==> config.mk <==
export PLATFORM = sky130hd
export DESIGN_NAME = ipl_cell
export DESIGN_NICKNAME = d
export VERILOG_FILES = /design/src/sv/ipl_pkg.sv /design/src/sv/ipl_cell.sv
export SDC_FILE = /design/constraint.sdc
export NUM_CORES = 1
export LEC_CHECK = 0
export ABC_CLOCK_PERIOD_IN_PS = 5900
export BUFFER_PORTS_ARGS = -buffer_cell sky130_fd_sc_hd__buf_2
export CAP_MARGIN = 20
export CORE_MARGIN = 10
export CORE_UTILIZATION = 44
export CTS_CLUSTER_DIAMETER = 150
export DETAILED_ROUTE_END_ITERATION = 6
export HOLD_SLACK_MARGIN = 0.02
export PLACE_DENSITY = 0.8
export SYNTH_ARGS = -nofsm -noshare
export SYNTH_HDL_FRONTEND = slang
export SYNTH_SLANG_ARGS = --single-unit
export TNS_END_PERCENT = 10
==> constraint.sdc <==
create_clock -name clk -period 5.9 [get_ports clk]
set_clock_uncertainty 0.05 [all_clocks]
set_input_delay 0.59 -clock clk [delete_from_list [all_inputs] [get_ports clk]]
set_output_delay 0.59 -clock clk [all_outputs]
set_load 0.01 [all_outputs]
==> src/sv/ipl_pkg.sv <==
// Shared types and constants for the indexed point list.
`timescale 1ns / 1ps

package ipl_pkg;

  // Default capacity of the list.
  localparam int IPL_DEPTH = 64;

  // Payload widths.
  localparam int KIND_W   = 2;
  localparam int POS_W    = 8;
  localparam int COORD_W  = 16;
  localparam int STATUS_W = 2;
  localparam int COUNT_W  = 7;

  // Operation codes carried in the kind field.
  localparam logic [KIND_W-1:0] KIND_INSERT = 2'd0;
  localparam logic [KIND_W-1:0] KIND_REMOVE = 2'd1;
  localparam logic [KIND_W-1:0] KIND_READ   = 2'd2;

  // Position value that means "append at the end".
  localparam logic [POS_W-1:0] POS_APPEND = 8'hFF;

  // Status codes returned with every result.
  localparam logic [STATUS_W-1:0] ST_DONE  = 2'd0;
  localparam logic [STATUS_W-1:0] ST_RANGE = 2'd1;
  localparam logic [STATUS_W-1:0] ST_FULL  = 2'd2;

  // Command broadcast to every cell in the row.
  typedef enum logic [2:0] {
    CELL_HOLD = 3'd0,  // no item this cycle, keep everything
    CELL_NONE = 3'd1,  // item taken, no change to entries, clear read tap
    CELL_INS  = 3'd2,  // open a gap at the target and write the new pair
    CELL_REM  = 3'd3,  // close the gap at the target
    CELL_RD   = 3'd4   // capture the entry at the target
  } cell_op_t;

  typedef struct packed {
    cell_op_t                  op;
    logic signed [COORD_W-1:0] x;
    logic signed [COORD_W-1:0] y;
  } cell_cmd_t;

endpackage

==> src/sv/ipl_cell.sv <==
// One cell of the list: holds one (x, y) entry and trades it with its neighbors.
`timescale 1ns / 1ps

module ipl_cell #(
  parameter int IDX = 0,
  parameter int AT_W = 7
) (
  input  logic                                clk,
  input  ipl_pkg::cell_cmd_t                  cmd,
  input  logic        [AT_W-1:0]              at,
  input  logic signed [ipl_pkg::COORD_W-1:0]  lo_x,
  input  logic signed [ipl_pkg::COORD_W-1:0]  lo_y,
  input  logic signed [ipl_pkg::COORD_W-1:0]  hi_x,
  input  logic signed [ipl_pkg::COORD_W-1:0]  hi_y,
  output logic signed [ipl_pkg::COORD_W-1:0]  ent_x,
  output logic signed [ipl_pkg::COORD_W-1:0]  ent_y,
  output logic signed [ipl_pkg::COORD_W-1:0]  tap_x,
  output logic signed [ipl_pkg::COORD_W-1:0]  tap_y
);

  localparam logic [AT_W-1:0] IDX_W = AT_W'(IDX);

  logic signed [ipl_pkg::COORD_W-1:0] x_r, x_nxt;
  logic signed [ipl_pkg::COORD_W-1:0] y_r, y_nxt;
  logic signed [ipl_pkg::COORD_W-1:0] tx_r, tx_nxt;
  logic signed [ipl_pkg::COORD_W-1:0] ty_r, ty_nxt;
  logic                               hit;

  always_comb begin
    hit    = (IDX_W == at);
    x_nxt  = x_r;
    y_nxt  = y_r;
    tx_nxt = tx_r;
    ty_nxt = ty_r;
    case (cmd.op)
      ipl_pkg::CELL_HOLD: begin
      end
      ipl_pkg::CELL_INS: begin
        // Entries above the target move up; the target takes the new pair.
        if (IDX_W > at) begin
          x_nxt = lo_x;
          y_nxt = lo_y;
        end else if (hit) begin
          x_nxt = cmd.x;
          y_nxt = cmd.y;
        end
        tx_nxt = '0;
        ty_nxt = '0;
      end
      ipl_pkg::CELL_REM: begin
        if (IDX_W >= at) begin
          x_nxt = hi_x;
          y_nxt = hi_y;
        end
        tx_nxt = '0;
        ty_nxt = '0;
      end
      ipl_pkg::CELL_RD: begin
        tx_nxt = hit ? x_r : '0;
        ty_nxt = hit ? y_r : '0;
      end
      default: begin
        tx_nxt = '0;
        ty_nxt = '0;
      end
    endcase
  end

  always_ff @(posedge clk) begin
    x_r  <= x_nxt;
    y_r  <= y_nxt;
    tx_r <= tx_nxt;
    ty_r <= ty_nxt;
  end

  assign ent_x = x_r;
  assign ent_y = y_r;
  assign tap_x = tx_r;
  assign tap_y = ty_r;

endmodule

==> impl_metrics.py <==
metrics = {
    "status": {
        "result_of_the_run": "completed",
    },
    "cts": {
        "cts.repair.resized": 0,
        "cts-hold-fix-buffers": 0,
        "clk_latency_ns": 0.34,
        "cts_setup_buffers": 0,
        "ctsLongestPathBuffers": 2,
        "cts-htree-levels": 3,
        "cts_root_buf": "sky130_fd_sc_hd__clkbuf_8",
        "tritoncts.num_buffers": 9,
        "worst_setup_hold_path_clk_slew_ns": 0.07,
        "clock_sink_count": 64,
        "cts_tree": "done",
    },
    "placement": {
        "gpl.final_weighted_congestion": 0.746,
        "port_buffers": 138,
        "dpl_cell_area_um2": 3680,
        "dpl.cell_count": 385,
        "dp_hpwl_um": 5760,
    },
    "detailed_routing": {
        "post_drt_via_cell_ratio": 5.11,
        "route.detailed.drc": 0,
        "antenna_left": 0,
        "route.final.wire_length_um": 7630,
        "routed_wire_length_per_instance_um": 19.0,
        "num_vias": 2051,
        "drt_iter0_drc": 42,
        "drt_pass1_iterations": 4,
    },
    "power": {
        "sequentialPowerShare_pct": 50.8,
        "power_switching_share_pct": 21.9,
        "clock_share_of_power_pct": 40.9,
        "p_comb_share_pct": 8.3,
        "total_design_power_w": 0.00100,
        "irDropWorstVdd_mv": 0.170,
        "cellLeakagePower_nw": 1.60,
        "power.switching_w": 0.000219,
        "power.internal_w": 0.000784,
        "power.density_cell_area_nw_per_um2": 257,
    },
    "floorplanning": {
        "core_region_area_um2": 6460,
        "dieWidth_um": 102,
        "initial_util_pct": 46.3,
        "row_count": 29,
        "die_area_um2": 10500,
        "dieHeight_um": 102,
        "io_pins": 171,
    },
    "cells_and_area": {
        "fin_cells": 401,
        "finish.instance_area_um2": 3900,
        "layout.cells.most_common": "sky130_fd_sc_hd__buf_2",
        "layout-drive-gt1-share_pct": 69.1,
        "antenna_cells_inserted": 0,
        "filler_cell_count": 520,
        "final_util_pct": 60.4,
        "layout_common_cells": "sky130_fd_sc_hd__buf_2, sky130_fd_sc_hd__edfxtp_1, sky130_fd_sc_hd__mux2_2, sky130_fd_sc_hd__nand2_1, sky130_fd_sc_hd__nor4_2",
        "fin_nets": 426,
        "synth_to_layout_area_growth_pct": 30.5,
    },
    "setup_path": {
        "cp_top_delay_family": "buffers and inverters",
        "worstPathBufferInverterCount": 2,
        "critical_path_class": "in2reg",
        "max_stage_delay_ns": 0.54,
        "r2r_setup_slack_ns": 5.00,
        "crit_path_start_kind": "primary input",
        "worst_ep_arrival_time_ns": 2.45,
        "cell_breakdown_of_the_critical_path": "buf_2 -> nand3b_1 -> buf_4 -> mux2_2",
        "worst_path_slowest_cell": "sky130_fd_sc_hd__nand3b_1",
        "worstSetupEndpointType": "register",
        "worst_path_max_fanout": 35,
        "cp_data_required_time_ns": 5.93,
    },
    "yosys": {
        "mappedNetlistNets": 292,
        "synthesis.area_per_instance_um2": 16.2,
        "post_synth_instance_area_um2": 2990,
        "syn-instance-count": 185,
        "ys.warnings.count": 0,
        "ys_seq_elements": 64,
        "post_synth_num_cell_types": 16,
        "synth-seq-area-share_pct": 64.3,
    },
    "min_path": {
        "worst_hold_path_type": "in2reg",
    },
    "global_route": {
        "groute.usage.overall_pct": 14.7,
        "grt_remaining_overflow": 0,
        "global_route_wire_length_before_repair_um": 11700,
        "grt_pass1_vias": 2280,
        "grt_antenna_before_repair": 0,
        "grt_start_max_net_pins": 36,
    },
    "timing": {
        "min_period_over_period_pct": 40.9,
        "maxClockFrequency_ghz": 0.415,
        "timing_max_transition_violations_final": 0,
        "fin_crit_ns": 2.41,
        "finalHoldViolations": 0,
        "rsz0062_at_grt": "no",
        "setup_total_negative_slack_ns": 0,
        "timing.slew.headroom_pct": 35.5,
        "final-setup-viol-count": 0,
        "worst_slew_pin_tran_ns": 0.967,
    },
    "run": {
        "drv.max_cap_violation_count": 0,
    },
}
-- final cells by class --
class	count	area (um2)	share of cell area (%)
repair buffers	142	721	18.5
clock inverters	7	96.3	2.47
well taps	77	96.3	2.47
clock buffers	9	124	3.18
flip-flops and latches	64	1920	49.3
multi-input cells	102	940	24.1
-- worst paths after layout --
kind / from / to / cells past startpoint
setup / recovery: cmd[34] / ent_x[14] / 4
hold / removal: hi_x[5] / ent_x[5] / 2
setup reg to reg: ent_x[5] / tap_x[5] / 2
hold reg to reg: ent_x[4] / tap_x[4] / 2
-- synthesized netlist by cell type --
cell	count	share of area, %
sky130_fd_sc_hd__buf_2	9	1.5
sky130_fd_sc_hd__buf_12	2	1.3
sky130_fd_sc_hd__nor4b_1	1	0.29
sky130_fd_sc_hd__nor4_4	2	1.4
sky130_fd_sc_hd__mux2_2	32	12
sky130_fd_sc_hd__nor4_2	28	12
sky130_fd_sc_hd__buf_6	1	0.38
sky130_fd_sc_hd__or2_2	1	0.21
sky130_fd_sc_hd__clkbuf_1	6	0.75
sky130_fd_sc_hd__or3_1	2	0.42
sky130_fd_sc_hd__or4_4	1	0.38
sky130_fd_sc_hd__nand2_1	32	4.0
sky130_fd_sc_hd__nand3b_1	1	0.25
sky130_fd_sc_hd__buf_8	1	0.50
sky130_fd_sc_hd__nor4_1	2	0.42
sky130_fd_sc_hd__edfxtp_1	64	64
-- power by group through the flow --
stage / clock [W] / combinational [W] / sequential [W]
after detailed placement: 0 / 0.0000842 / 0.000520
after global routing: 0.000437 / 0.0000917 / 0.000510
final: 0.000411 / 0.0000835 / 0.000509
after floorplan: 0 / 0.0000430 / 0.000525
after global placement: 0 / 0.0000817 / 0.000519
after CTS: 0.000420 / 0.0000848 / 0.000509
-- per-layer routing --
layer	up-vias	track usage, %	routed length, um
li1	979	-	-
met4	0	6.83	126
met5	-	0	0
met1	984	15.0	2820
met2	77	27.1	4170
met3	11	4.25	512
-- sequential cells by signal, summed over array words and instances, names as in the netlist --
register and cells:
ent_x 16, ent_y 16, tap_x 16, tap_y 16
-- stage by stage --
stage | hold WS (ns) | worst slack [ns]
after detailed placement | 0.601 | 3.11
after global routing | 0.499 | 3.38
final | 0.506 | 3.49
after CTS | 0.490 | 3.48
after global placement | 0.583 | 3.15
after floorplan | 0.647 | 0.718
-- cells by family (layout without fill, tap and decap cells) --
kind of cell	after synthesis	after routing	synth area share, %
buf+inv	19	158	4.48
simple gates	70	70	19.1
flops	64	64	64.3
mux	32	32	12.1
No activity file was read; power rests on OpenSTA's default activity.
